## config.mk

```make
export PLATFORM = sky130hd
export DESIGN_NAME = sequence_track_event_parser_core
export DESIGN_NICKNAME = d
export VERILOG_FILES = /design/src/hdl/stevp_pkg.sv /design/src/hdl/stevp_apb.sv /design/src/hdl/stevp_in_reg.sv /design/src/hdl/stevp_parse.sv /design/src/hdl/sequence_track_event_parser_core.sv
export SDC_FILE = /design/constraint.sdc
export NUM_CORES = 1
export LEC_CHECK = 0
export BUFFER_PORTS_ARGS = -buffer_cell sky130_fd_sc_hd__clkbuf_2
export CORE_MARGIN = 5
export CORE_UTILIZATION = 40
export CTS_BUF_LIST = sky130_fd_sc_hd__clkbuf_8
export DETAILED_ROUTE_END_ITERATION = 8
export PLACE_DENSITY = 0.64
export RECOVER_POWER = 100
export SKIP_LAST_GASP = 1
export SLEW_MARGIN = 10
export SYNTH_ARGS = -nofsm -noshare
export SYNTH_HDL_FRONTEND = slang
export SYNTH_HIERARCHICAL = 1
export SYNTH_SLANG_ARGS = --single-unit
```

## constraint.sdc

```tcl
create_clock -name clk_i -period 22.4 [get_ports clk_i]
set_input_delay 2.24 -clock clk_i [delete_from_list [all_inputs] [get_ports clk_i]]
set_output_delay 2.24 -clock clk_i [all_outputs]
set_load 0.05 [all_outputs]
```

## src/hdl/stevp_pkg.sv

```systemverilog
`timescale 1ns / 1ps

package stevp_pkg;

  // Track positions and the event limit.
  localparam int unsigned POS_BITS   = 21;
  localparam int unsigned MAX_EVENTS = 1048576;
  localparam int unsigned EVT_BITS   = $clog2(MAX_EVENTS + 1);

  localparam int unsigned DELTA_BITS     = 28;
  localparam int unsigned DELTA_MAX_BYTES = 4;
  localparam int unsigned OFF_BITS       = 32;
  localparam int unsigned ADDR_BITS      = 3;

  // Command codes, with the top bit of the command byte removed.
  localparam logic [6:0] CODE_LOOP_COUNT = 7'd6;
  localparam logic [6:0] CODE_SET_CHAN   = 7'd70;
  localparam logic [6:0] CODE_TEMPO      = 7'd71;
  localparam logic [6:0] CODE_BEND       = 7'd72;
  localparam logic [6:0] CODE_PROGRAM    = 7'd73;
  localparam logic [6:0] CODE_NOTE_OFF   = 7'd74;
  localparam logic [6:0] CODE_OFF_CHAIN  = 7'd75;
  localparam logic [6:0] CODE_LOOP_CTRL  = 7'd99;
  localparam logic [6:0] CODE_END        = 7'd127;

  // Loop controller arguments and the default loop count.
  localparam logic [6:0] LOOP_OPEN_VAL   = 7'd20;
  localparam logic [6:0] LOOP_CLOSE_VAL  = 7'd30;
  localparam logic [6:0] LOOP_DEFAULT    = 7'd127;

  // Register index of the track base.
  localparam logic REG_TRACK_BASE = 1'b0;

  typedef enum logic [2:0] {
    ST_EVENT     = 3'd0,
    ST_FINAL     = 3'd1,
    ST_TRUNCATED = 3'd2,
    ST_BAD_DELTA = 3'd3,
    ST_TRAILING  = 3'd4,
    ST_TOO_MANY  = 3'd5
  } status_e;

  typedef enum logic [2:0] {
    K_NOTE     = 3'd0,
    K_CTRL     = 3'd1,
    K_SET_CHAN = 3'd2,
    K_TEMPO    = 3'd3,
    K_BEND     = 3'd4,
    K_PROGRAM  = 3'd5,
    K_NOTE_OFF = 3'd6,
    K_END      = 3'd7
  } kind_e;

  typedef enum logic [1:0] {
    PH_DELTA = 2'd0,
    PH_CMD   = 2'd1,
    PH_VALUE = 2'd2
  } phase_e;

  // One raw track word as held in the input register.
  typedef struct packed {
    logic       valid;
    logic [7:0] data;
    logic       last;
  } in_word_t;

  // One result word.
  typedef struct packed {
    status_e               status;
    kind_e                 kind;
    logic [6:0]            code;
    logic [6:0]            value;
    logic [DELTA_BITS-1:0] delta;
    logic                  chained;
    logic [OFF_BITS-1:0]   start_off;
    logic [OFF_BITS-1:0]   end_off;
    logic                  has_loop;
    logic [OFF_BITS-1:0]   loop_target;
    logic [6:0]            loop_repeats;
  } result_t;

  // Map a command code to its event kind.
  function automatic kind_e kind_of(input logic [6:0] code);
    kind_e k;
    case (code)
      CODE_SET_CHAN:                k = K_SET_CHAN;
      CODE_TEMPO:                   k = K_TEMPO;
      CODE_BEND:                    k = K_BEND;
      CODE_PROGRAM:                 k = K_PROGRAM;
      CODE_NOTE_OFF, CODE_OFF_CHAIN: k = K_NOTE_OFF;
      CODE_END:                     k = K_END;
      default:                      k = K_CTRL;
    endcase
    return k;
  endfunction

endpackage

```

## src/hdl/stevp_apb.sv

```systemverilog
`timescale 1ns / 1ps

module stevp_apb (
  input  logic                                 clk_i,
  input  logic                                 rst_ni,
  input  logic                                 psel,
  input  logic                                 penable,
  input  logic                                 pwrite,
  input  logic [stevp_pkg::ADDR_BITS-1:0]      paddr,
  input  logic [31:0]                          pwdata,
  output logic [31:0]                          prdata,
  output logic                                 pready,
  output logic [stevp_pkg::OFF_BITS-1:0]       track_base_o
);
  import stevp_pkg::*;

  logic [OFF_BITS-1:0] base_q;
  logic                wr_en;

  // A write completes in the access cycle; only the track base exists.
  assign pready = 1'b1;
  assign wr_en  = psel && penable && pwrite && (paddr[2] == REG_TRACK_BASE);

  always_ff @(posedge clk_i or negedge rst_ni) begin
    if (!rst_ni) begin
      base_q <= '0;
    end else if (wr_en) begin
      base_q <= pwdata;
    end
  end

  // Read back the track base; other addresses read as zero.
  assign prdata       = (paddr[2] == REG_TRACK_BASE) ? base_q : 32'd0;
  assign track_base_o = base_q;

endmodule

```

## src/hdl/stevp_in_reg.sv

```systemverilog
`timescale 1ns / 1ps

module stevp_in_reg (
  input  logic                clk_i,
  input  logic                rst_ni,
  input  logic                in_valid_i,
  output logic                in_stall_o,
  input  logic [7:0]          data_byte_i,
  input  logic                last_byte_i,
  input  logic                take_i,
  output stevp_pkg::in_word_t word_o
);
  import stevp_pkg::*;

  logic       valid_q;
  logic [7:0] data_q;
  logic       last_q;
  logic       load;

  // The held word leaves whenever the parse stage takes it.
  assign load       = !valid_q || take_i;
  assign in_stall_o = !load;

  always_ff @(posedge clk_i or negedge rst_ni) begin
    if (!rst_ni) begin
      valid_q <= 1'b0;
    end else if (load) begin
      valid_q <= in_valid_i;
    end
  end

  // Payload carries no reset.
  always_ff @(posedge clk_i) begin
    if (load && in_valid_i) begin
      data_q <= data_byte_i;
      last_q <= last_byte_i;
    end
  end

  assign word_o = {valid_q, data_q, last_q};

endmodule

```

## src/hdl/stevp_parse.sv

```systemverilog
`timescale 1ns / 1ps

module stevp_parse (
  input  logic                           clk_i,
  input  logic                           rst_ni,
  input  stevp_pkg::in_word_t            word_i,
  output logic                           take_o,
  input  logic [stevp_pkg::OFF_BITS-1:0] track_base_i,
  output logic                           out_valid_o,
  input  logic                           out_stall_i,
  output stevp_pkg::result_t             result_o
);
  import stevp_pkg::*;

  // Parse state.
  phase_e                phase_q, phase_d;
  logic [DELTA_BITS-1:0] accum_q, accum_d;
  logic [2:0]            cnt_q, cnt_d;
  logic [7:0]            held_q, held_d;
  logic [POS_BITS-1:0]   begin_q, begin_d;
  logic                  loop_open_q, loop_open_d;
  logic [POS_BITS-1:0]   loop_pos_q, loop_pos_d;
  logic [6:0]            loop_cnt_q, loop_cnt_d;
  logic                  loop_fixed_q, loop_fixed_d;
  logic [POS_BITS-1:0]   pos_q, pos_d;
  logic [EVT_BITS-1:0]   events_q, events_d;
  logic                  halted_q, halted_d;

  // Result register.
  logic    out_valid_q;
  result_t res_q, res_d;

  logic                out_free;
  logic                fire;
  logic                produce;
  logic                err;
  status_e             err_status;
  logic                complete;
  logic                clear;
  logic                too_many;
  logic [POS_BITS-1:0] next_pos;
  logic [7:0]          b;
  logic                last;
  logic [7:0]          cmd;
  logic [6:0]          code;
  logic [6:0]          value;
  logic                chained;
  kind_e               kind;
  logic [OFF_BITS-1:0] start_off;
  logic [OFF_BITS-1:0] end_off;
  logic [OFF_BITS-1:0] loop_off;

  // A word is processed whenever the result register can take a new word.
  assign out_free = !out_valid_q || !out_stall_i;
  assign take_o   = out_free;
  assign fire     = word_i.valid && out_free;

  assign b        = word_i.data;
  assign last     = word_i.last;
  assign next_pos = pos_q + POS_BITS'(1);
  assign too_many = (events_q >= EVT_BITS'(MAX_EVENTS)) && (phase_q != PH_VALUE)
                    && (cnt_q == 3'd0);

  // File offsets, relative to the configured track base.
  assign start_off = track_base_i + OFF_BITS'(begin_q);
  assign end_off   = track_base_i + OFF_BITS'(next_pos);
  assign loop_off  = track_base_i + OFF_BITS'(loop_pos_q);

  // Next state and result for the held word.
  always_comb begin
    phase_d      = phase_q;
    accum_d      = accum_q;
    cnt_d        = cnt_q;
    held_d       = held_q;
    begin_d      = begin_q;
    loop_open_d  = loop_open_q;
    loop_pos_d   = loop_pos_q;
    loop_cnt_d   = loop_cnt_q;
    loop_fixed_d = loop_fixed_q;
    pos_d        = pos_q;
    events_d     = events_q;
    halted_d     = halted_q;
    res_d        = '0;
    produce      = 1'b0;
    err          = 1'b0;
    err_status   = ST_TRUNCATED;
    complete     = 1'b0;
    clear        = 1'b0;
    cmd          = held_q;
    value        = 7'd0;
    chained      = 1'b0;

    if (halted_q) begin
      // Drop words up to and including the marked last word.
      clear = last;
    end else if (too_many) begin
      err        = 1'b1;
      err_status = ST_TOO_MANY;
    end else begin
      case (phase_q)
        PH_DELTA: begin
          accum_d = {accum_q[DELTA_BITS-8:0], b[6:0]};
          cnt_d   = cnt_q + 3'd1;
          pos_d   = next_pos;
          if (b[7]) begin
            if (cnt_q >= 3'(DELTA_MAX_BYTES - 1)) begin
              err        = 1'b1;
              err_status = ST_BAD_DELTA;
            end
          end else begin
            phase_d = PH_CMD;
          end
          if (!err && last) begin
            err        = 1'b1;
            err_status = ST_TRUNCATED;
          end
        end
        PH_CMD: begin
          held_d = b;
          pos_d  = next_pos;
          if (b[7] && (b[6:0] == CODE_NOTE_OFF || b[6:0] == CODE_OFF_CHAIN)) begin
            cmd      = b;
            value    = 7'd0;
            chained  = (b[6:0] == CODE_OFF_CHAIN);
            complete = 1'b1;
          end else begin
            phase_d = PH_VALUE;
            if (last) begin
              err        = 1'b1;
              err_status = ST_TRUNCATED;
            end
          end
        end
        PH_VALUE: begin
          pos_d    = next_pos;
          value    = b[6:0];
          chained  = b[7];
          complete = 1'b1;
        end
        default: begin
          phase_d = PH_DELTA;
        end
      endcase
    end

    code = cmd[6:0];
    kind = cmd[7] ? kind_of(code) : K_NOTE;

    // An error reports the unfinished event and stops the track.
    if (err) begin
      produce          = 1'b1;
      res_d.status     = err_status;
      res_d.start_off  = start_off;
      res_d.end_off    = end_off;
      if (last) begin
        clear = 1'b1;
      end else begin
        halted_d = 1'b1;
      end
    end

    // A finished event, with loop bookkeeping.
    if (complete) begin
      produce = 1'b1;
      if (kind == K_CTRL && code == CODE_LOOP_CTRL) begin
        if (value == LOOP_OPEN_VAL) begin
          loop_open_d  = 1'b1;
          loop_pos_d   = next_pos;
          loop_cnt_d   = LOOP_DEFAULT;
          loop_fixed_d = 1'b0;
        end else if (value == LOOP_CLOSE_VAL && loop_open_q) begin
          res_d.has_loop     = 1'b1;
          res_d.loop_target  = loop_off;
          res_d.loop_repeats = loop_cnt_q;
          loop_open_d        = 1'b0;
        end
      end else if (kind == K_CTRL && code == CODE_LOOP_COUNT && loop_open_q &&
                   !loop_fixed_q) begin
        loop_cnt_d   = value;
        loop_fixed_d = 1'b1;
      end
      if (last) begin
        res_d.status = ST_FINAL;
      end else if (kind == K_END) begin
        res_d.status = ST_TRAILING;
      end else begin
        res_d.status = ST_EVENT;
      end
      res_d.kind      = kind;
      res_d.code      = code;
      res_d.value     = value;
      res_d.delta     = accum_q;
      res_d.chained   = chained;
      res_d.start_off = start_off;
      res_d.end_off   = end_off;
      events_d        = events_q + EVT_BITS'(1);
      phase_d         = chained ? PH_CMD : PH_DELTA;
      accum_d         = '0;
      cnt_d           = 3'd0;
      begin_d         = next_pos;
      if (last) begin
        clear = 1'b1;
      end else if (kind == K_END) begin
        halted_d = 1'b1;
      end
    end

    // A fresh track starts from cleared state.
    if (clear) begin
      phase_d      = PH_DELTA;
      accum_d      = '0;
      cnt_d        = 3'd0;
      held_d       = 8'd0;
      begin_d      = '0;
      loop_open_d  = 1'b0;
      loop_pos_d   = '0;
      loop_cnt_d   = 7'd0;
      loop_fixed_d = 1'b0;
      pos_d        = '0;
      events_d     = '0;
      halted_d     = 1'b0;
    end
  end

  // State registers.
  always_ff @(posedge clk_i or negedge rst_ni) begin
    if (!rst_ni) begin
      phase_q      <= PH_DELTA;
      accum_q      <= '0;
      cnt_q        <= 3'd0;
      held_q       <= 8'd0;
      begin_q      <= '0;
      loop_open_q  <= 1'b0;
      loop_pos_q   <= '0;
      loop_cnt_q   <= 7'd0;
      loop_fixed_q <= 1'b0;
      pos_q        <= '0;
      events_q     <= '0;
      halted_q     <= 1'b0;
    end else if (fire) begin
      phase_q      <= phase_d;
      accum_q      <= accum_d;
      cnt_q        <= cnt_d;
      held_q       <= held_d;
      begin_q      <= begin_d;
      loop_open_q  <= loop_open_d;
      loop_pos_q   <= loop_pos_d;
      loop_cnt_q   <= loop_cnt_d;
      loop_fixed_q <= loop_fixed_d;
      pos_q        <= pos_d;
      events_q     <= events_d;
      halted_q     <= halted_d;
    end
  end

  // Result register valid.
  always_ff @(posedge clk_i or negedge rst_ni) begin
    if (!rst_ni) begin
      out_valid_q <= 1'b0;
    end else if (out_free) begin
      out_valid_q <= fire && produce;
    end
  end

  // Result register payload.
  always_ff @(posedge clk_i) begin
    if (fire && produce) begin
      res_q <= res_d;
    end
  end

  assign out_valid_o = out_valid_q;
  assign result_o    = res_q;

endmodule

```

## src/hdl/sequence_track_event_parser_core.sv

```systemverilog
`timescale 1ns / 1ps
// A result word is registered in the result register when the parse stage takes the
// word from the input register that completes it.
// Throughput: one track word per cycle; the parse stage takes a word whenever the
// result register is empty or being read.
// Reset: rst_ni clears the parse state, both valid flags and the track base.
// After a final event, or a marked word ending an error or dropped words, the next word starts a fresh track.
module sequence_track_event_parser_core (
  input  logic                                 clk_i,
  input  logic                                 rst_ni,
  input  logic                                 in_valid_i,
  output logic                                 in_stall_o,
  input  logic [7:0]                           data_byte_i,
  input  logic                                 last_byte_i,
  output logic                                 out_valid_o,
  input  logic                                 out_stall_i,
  output logic [2:0]                           status_o,
  output logic [2:0]                           event_kind_o,
  output logic [6:0]                           command_code_o,
  output logic [6:0]                           event_value_o,
  output logic [27:0]                          delta_ticks_o,
  output logic                                 is_chained_o,
  output logic [31:0]                          start_offset_o,
  output logic [31:0]                          end_offset_o,
  output logic                                 has_loop_o,
  output logic [31:0]                          loop_target_o,
  output logic [6:0]                           loop_repeats_o,
  input  logic                                 psel,
  input  logic                                 penable,
  input  logic                                 pwrite,
  input  logic [stevp_pkg::ADDR_BITS-1:0]      paddr,
  input  logic [31:0]                          pwdata,
  output logic [31:0]                          prdata,
  output logic                                 pready
);
  import stevp_pkg::*;

  in_word_t            word;
  logic                take;
  logic [OFF_BITS-1:0] track_base;
  result_t             res;

  stevp_apb u_apb (
    .clk_i        (clk_i),
    .rst_ni       (rst_ni),
    .psel         (psel),
    .penable      (penable),
    .pwrite       (pwrite),
    .paddr        (paddr),
    .pwdata       (pwdata),
    .prdata       (prdata),
    .pready       (pready),
    .track_base_o (track_base)
  );

  stevp_in_reg u_in_reg (
    .clk_i       (clk_i),
    .rst_ni      (rst_ni),
    .in_valid_i  (in_valid_i),
    .in_stall_o  (in_stall_o),
    .data_byte_i (data_byte_i),
    .last_byte_i (last_byte_i),
    .take_i      (take),
    .word_o      (word)
  );

  stevp_parse u_parse (
    .clk_i        (clk_i),
    .rst_ni       (rst_ni),
    .word_i       (word),
    .take_o       (take),
    .track_base_i (track_base),
    .out_valid_o  (out_valid_o),
    .out_stall_i  (out_stall_i),
    .result_o     (res)
  );

  // Unpack the result word onto the output ports.
  assign status_o       = res.status;
  assign event_kind_o   = res.kind;
  assign command_code_o = res.code;
  assign event_value_o  = res.value;
  assign delta_ticks_o  = res.delta;
  assign is_chained_o   = res.chained;
  assign start_offset_o = res.start_off;
  assign end_offset_o   = res.end_off;
  assign has_loop_o     = res.has_loop;
  assign loop_target_o  = res.loop_target;
  assign loop_repeats_o = res.loop_repeats;

endmodule

```

==> out/summary.txt, run 1 <==
outcome -> finished with violations
failing checks -> capacitance limit, slew limit
Setup Skew -> 0.0214 ns
most common cell after layout, fill and taps aside -> nand2_1
worst skew pair latency -> 0.65 ns
syn_area_per_cell -> 10.6 sq um
Die Footprint -> 47200 sq um
Max Clk Rate -> 0.108 GHz
GPL Wtd Cong -> 0.895
layout net count -> 1994
Yosys reg bits -> 331
hold path cells -> 2
Total GRT Usage -> 0.187
IO Count -> 239
max-slew violations -> 567
Core Box Area -> 42800 sq um
PwrDens -> 119 nW/um^2
Clk Tree Root Cell -> clkbuf_8
worst-case reg-to-reg path depth -> 10
max cap viols -> 12
period utilization -> 0.412
number of synthesized flops with an enable pin -> 162
clk sinks -> 331
vias in the first global route -> 12800
Least-Margin Pin Slew -> 4.03 ns
Tmin final -> 9.24 ns
initial antenna violation count -> 0
Post-synth top flop -> dfrtp_1
Slowest-stage cell, CP -> clkbuf_1
Rows -> 76
met1 WL -> 21.0 mm
Worst-path clk slew -> 0.06 ns
Top Layer Used -> met4
P&R area growth vs syn -> 15.2%
CP max FO -> 74
total power -> 2.35 mW
post-synthesis cell count -> 1616
DRC -> 0
H-tree depth -> 2
Vias/cell -> 5.26
layout cells sized above 1 -> 0.0951
Synth Cell Area -> 17200 sq um
largest net degree at the start of global routing -> 75
DR iter-0 viols -> 801
Post-Syn Nets -> 1743
Ys Warns -> 6
Async S/R FF share, synth -> 0.511
WP data required -> 22.49 ns
commonest cells after routing, fill and taps aside -> nand2_1 (237), clkbuf_1 (201), dfrtp_1 (169)
drt pass-1 iters -> 4
Setup-failing EPs final -> 0
total global routing overflow -> 0
worst hold path class -> register to register
Max stage delay on crit path -> 2.92 ns
worst hold endpoint -> u_parse/loop_cnt_q[3]
setup repair bufs after CTS -> 0
crit end category -> asynchronous set/reset pin
Reg-to-Reg Start -> u_parse/phase_q[0]
worst path cell trace -> clkbuf_1, clkbuf_1, clkbuf_1
TritonCTS clock tree -> built
Num CTS Buffers -> 57
n_diodes -> 0
final WL -> 45.5 mm
PostCTS Resize Cnt -> 0
end of the worst register-to-register path -> u_parse/result_o[63]
worst relative slew slack -> -1.69
Register-to-Register Setup Slack -> 14.36 ns
RSZ-0062 raised after global routing -> no
routed wl met3 -> 2.77 mm
IO buf count -> 235
Met2 Wirelength -> 20.3 mm
leakage -> 8.47 nW
vias post-DR -> 12900
DR WL/cell -> 18.5 um
Hold Vio Cnt, Final -> 0
hold_buf cts -> 0
Crit path arrival time -> 9.33 ns
Die X -> 217 um
unique cell type count in the Yosys netlist -> 72
Seq/Total Area, Yosys -> 0.530
Die Height -> 217 um
initial core utilization -> 0.401
Peak VDD IR -> 0.0554 mV
most used cell, CP -> clkbuf_1
HPWL Detailed -> 32.1 mm
Worst setup SP type -> input pin
Hold Path Origin -> u_parse/loop_cnt_q[3]
ANT nets after route -> 0
clock tree buffer depth -> 3
first-pass GRT wire length -> 70.5 mm
WS Path Type -> input pin to asynchronous set/reset pin
setup TNS -> 0 ns
==> metal layers <==
metal / track usage / vias up
li1: - / 6206
met1: 0.262 / 6241
met2: 0.291 / 394
met3: 0.0389 / 96
met4: 0.0647 / 0
met5: 0 / -
==> synth_stat cells, types with 45 or more instances <==
cell type | number | area, sq um
nor2_1 | 149 | 559
clkbuf_1 | 45 | 169
dfrtp_1 | 169 | 4230
edfxtp_1 | 162 | 4860
a21oi_1 | 55 | 275
nand2_1 | 237 | 890
ha_1 | 73 | 913
xnor2_1 | 46 | 403
o21ai_0 | 109 | 546
and2_1 | 54 | 338
xor2_1 | 50 | 438
==> final cells by class <==
cell class / instances / area (sq um)
tap: 546 / 683
clock buffer: 71 / 977
clock inverter: 35 / 359
timing repair buffer: 250 / 1010
inverter: 41 / 154
fill: 4105 / 23000
sequential: 331 / 9090
multi-input combinational: 1186 / 7500
==> worst max-delay path by stage <==
stage,cells past startpoint,to,from
after floorplan,3,u_parse/result_o[0],out_stall_i
after global placement,3,prdata[0],paddr[2]
after detailed placement,3,prdata[0],paddr[2]
after CTS,3,prdata[0],paddr[2]
after global routing,3,u_parse/pos_q[4],rst_ni
final,3,u_parse/loop_pos_q[9],rst_ni
==> worst max-delay path: cells and delay by family <==
kind,cells,cell delay [ns]
buffers and inverters,3,6.93
==> state kept, by name, indices dropped and copies added, names as in the netlist <==
register and cells:
u_parse/pos_q 21, u_in_reg/data_q 8, u_parse/phase_q 2, u_parse/held_q 8, u_parse/loop_cnt_q 7, u_in_reg/last_q 1, u_apb/track_base_o 32, u_parse/loop_open_q 1
u_parse/result_o 153, u_parse/loop_fixed_q 1, u_parse/events_q 21, u_in_reg/valid_q 1, u_parse/begin_q 21, u_parse/loop_pos_q 21, u_parse/halted_q 1, u_parse/cnt_q 3
u_parse/out_valid_o 1, u_parse/accum_q 28
==> power breakdown <==
part | switching (mW) | internal, mW
Combinational | 0.620 | 0.191
Sequential | 0.103 | 0.811
Clock | 0.260 | 0.370
Total | 0.982 | 1.37
==> per-stage QoR <==
stage / setup WS [ns] / hold WS (ns) / instance area, sq um / utilization / cells
6_report: 13.16 / 0.472 / 19800 / 0.462 / 2460
5_1_grt: 11.49 / 0.503 / 19800 / 0.462 / 2460
4_1_cts: 16.58 / 0.475 / 20200 / 0.473 / 2460
3_5_place_dp: 16.58 / 0.465 / 18900 / 0.442 / 2354
3_3_place_gp: 16.61 / 0.455 / 18900 / 0.442 / 2354
2_1_floorplan: 12.92 / 0.442 / 17200 / - / 1616
==> cell families after synthesis <==
logic type	count (synthesis)	synth area share
fa+ha+maj	76	0.0567
xor+xnor	96	0.0490
other cells	1	0.000218
mux	64	0.0495
simple gates	660	0.186
buf+inv	99	0.0254
compound gates	289	0.104
flops	331	0.530
Note: power is estimated with default switching activity, not from simulation.
==> inputs of run 2 (changes only) <==
clock period = 9.1 ns   (was 22.4 ns; I/O delays follow)
==> run 2 against run 1 <==
Compared with the run above:
- the flow still finishes with violations (capacitance limit, slew limit)
- wire length hardly changed
- count of clock-buffer cells in the layout increased by 1
- non-clock buffer count stayed put
- sequential share of layout area is 0.25 points higher
- global-route usage about the same
- clock power is 130% higher
- sequential power rose by 140%
- largest power group unchanged
==> out/summary.txt, run 2 (synthesis results as in run 1) <==
IO Count -> 239 (unchanged)
Register-to-Register Setup Slack -> 2.60 ns (-11.76 ns)
max reg flops -> 153 (unchanged)
Cell Area, Placed -> 18900 sq um (unchanged)
hold_buf cts -> 0 (unchanged)
layout cells sized above 1 -> 0.0915 (-0.00361)
most used cell, CP -> nor2_1
Rows -> 76 (unchanged)
Setup-failing EPs final -> 0 (unchanged)
first-pass GRT wire length -> 70.5 mm (about the same)
area of all placed cells without fillers -> 19700 sq um (-0.54%)
Worst Path Buf+Inv -> 3 (unchanged)
failing checks -> capacitance limit, slew limit
PwrDens -> 287 nW/um^2 (+140%)
worst hold path class -> input pin to register
Max Clk Rate -> 0.154 GHz
register area -> 9090 sq um (unchanged)
DR WL/cell -> 18.5 um (about the same)
setup repair bufs after CTS -> 0 (unchanged)
vias post-DR -> 12800 (-0.82%)
leakage -> 8.45 nW (-0.25%)
Peak VDD IR -> 0.121 mV (+120%)
Die Height -> 217 um (unchanged)
most common cell after layout, fill and taps aside -> nand2_1
worst relative slew slack -> -2.80 (-1.11)
placed insts -> 2354 (unchanged)
period utilization -> 0.714
n_diodes -> 0 (unchanged)
WP data required -> 9.35 ns (-13.14 ns)
worst path cell trace -> inv_1, ha_1, and4bb_1, nor2_1, o211a_1, clkbuf_1, nor2_1, nor2_1, buf_4
DRC -> 0 (unchanged)
outcome -> finished with violations
total power -> 5.65 mW (+140%)
Core Box Area -> 42800 sq um (unchanged)
TritonCTS clock tree -> built
Worst setup endpoint -> u_parse/result_o[111]
Least-Margin Pin Slew -> 5.70 ns (+1.67 ns)
P&R area growth vs syn -> 14.5%
max cap viols -> 9 (-3)
total global routing overflow -> 0 (unchanged)
Worst path depth -> 9 (+6)
DR iter-0 viols -> 885 (+10%)
Total GRT Usage -> 0.187 (about the same)
Clk Tree Root Cell -> clkbuf_8
Worst setup SP type -> register
Max stage delay on crit path -> 1.76 ns (-1.16 ns)
clock tree buffer depth -> 3 (unchanged)
CP max FO -> 78 (+5.4%)
Crit path arrival time -> 6.75 ns (-2.58 ns)
HPWL Detailed -> 32.0 mm (-0.26%)
Die Footprint -> 47200 sq um (unchanged)
non-filler cells, final -> 2459 (-0.041%)
Die X -> 217 um (unchanged)
crit end category -> register
PostCTS Resize Cnt -> 0 (unchanged)
Num CTS Buffers -> 57 (unchanged)
Worst-path clk slew -> 0.06 ns (about the same)
GPL Wtd Cong -> 0.914 (+2.1%)
worst skew pair latency -> 0.65 ns (about the same)
initial core utilization -> 0.401 (unchanged)
Slowest-stage cell, CP -> nor2_1
Hold Vio Cnt, Final -> 0 (unchanged)
Vias/cell -> 5.22 (-0.78%)
drt pass-1 iters -> 5 (+1)
largest net degree at the start of global routing -> 100 (+33%)
setup TNS -> 0 ns (unchanged)
commonest cells after routing, fill and taps aside -> nand2_1 (237), clkbuf_1 (198), dfrtp_1 (169)
vias in the first global route -> 12700 (-0.67%)
Reg-to-Reg Start -> u_parse/phase_q[0]
multi-input logic area -> 7490 sq um (-0.18%)
Setup Skew -> 0.0255 ns (+0.00415 ns)
H-tree depth -> 2 (unchanged)
initial antenna violation count -> 0 (unchanged)
ANT nets after route -> 0 (unchanged)
WS Path Type -> register to register
Filler cells -> 4103 (-0.049%)
Tmin final -> 6.50 ns
clk sinks -> 331 (unchanged)
Top delay family on crit path -> buffers and inverters
IO buf count -> 235 (unchanged)
worst-case reg-to-reg path depth -> 9 (-1)
Crit. Startpoint -> u_parse/phase_q[0]
max-slew violations -> 398 (-30%)
layout net count -> 1994 (unchanged)
RSZ-0062 raised after global routing -> no
Hold Path Origin -> data_byte_i[1]
end of the worst register-to-register path -> u_parse/result_o[111]
final WL -> 45.6 mm (about the same)
-- run 2: cell type report --
type | instances | share of cell area
multi-input combinational | 1186 | 0.381
tap | 546 | 0.0347
clock inverter | 33 | 0.0121
timing repair buffer | 250 | 0.0519
clock buffer | 72 | 0.0504
sequential | 331 | 0.462
inverter | 41 | 0.00782
-- run 2: stage by stage --
stage | util | hold slack, ns | setup slack (ns)
floorplan | - | 0.442 | 0.198
global placement | 0.442 | 0.455 | 4.45
detailed placement | 0.442 | 0.464 | 4.42
CTS | 0.470 | 0.372 | 4.39
global route | 0.460 | 0.379 | 2.03
finish | 0.460 | 0.427 | 2.60
-- run 2: layer usage --
metal / wire, um / part of all wire / track usage / vias up
met4: 1210 / 0.027 / 0.0584 / 0
met2: 20300 / 0.45 / 0.291 / 410
met5: 0 / 0 / 0 / -
met3: 2880 / 0.063 / 0.0373 / 76
met1: 21200 / 0.46 / 0.267 / 6155
li1: - / - / - / 6190
-- run 2: worst min path at each step --
stage | endpoint | slack, ns | cells after the start
6_report | u_in_reg/data_q[1] | 0.43 | 1
3_3_place_gp | u_parse/accum_q[22] | 0.45 | 2
5_1_grt | u_in_reg/data_q[1] | 0.38 | 1
2_1_floorplan | u_parse/accum_q[21] | 0.44 | 2
4_1_cts | u_in_reg/data_q[1] | 0.37 | 1
3_5_place_dp | u_parse/accum_q[23] | 0.46 | 2
-- run 2: worst reg2reg max path: cells and delay by family (launching register included) --
| family | cells | cell delay (ns) |
|---|---|---|
| buf+inv | 3 | 2.52 |
| simple gates | 4 | 2.52 |
| flops | 1 | 0.42 |
| fa+ha+maj | 1 | 0.28 |
| compound gates | 1 | 0.22 |
-- run 2: power by group --
part / switching, mW / total, mW / internal (mW) / leakage [nW]
Combinational: 1.53 / 2.00 / 0.473 / 3.96
Sequential: 0.249 / 2.23 / 1.98 / 3.79
Clock: 0.617 / 1.42 / 0.800 / 0.703
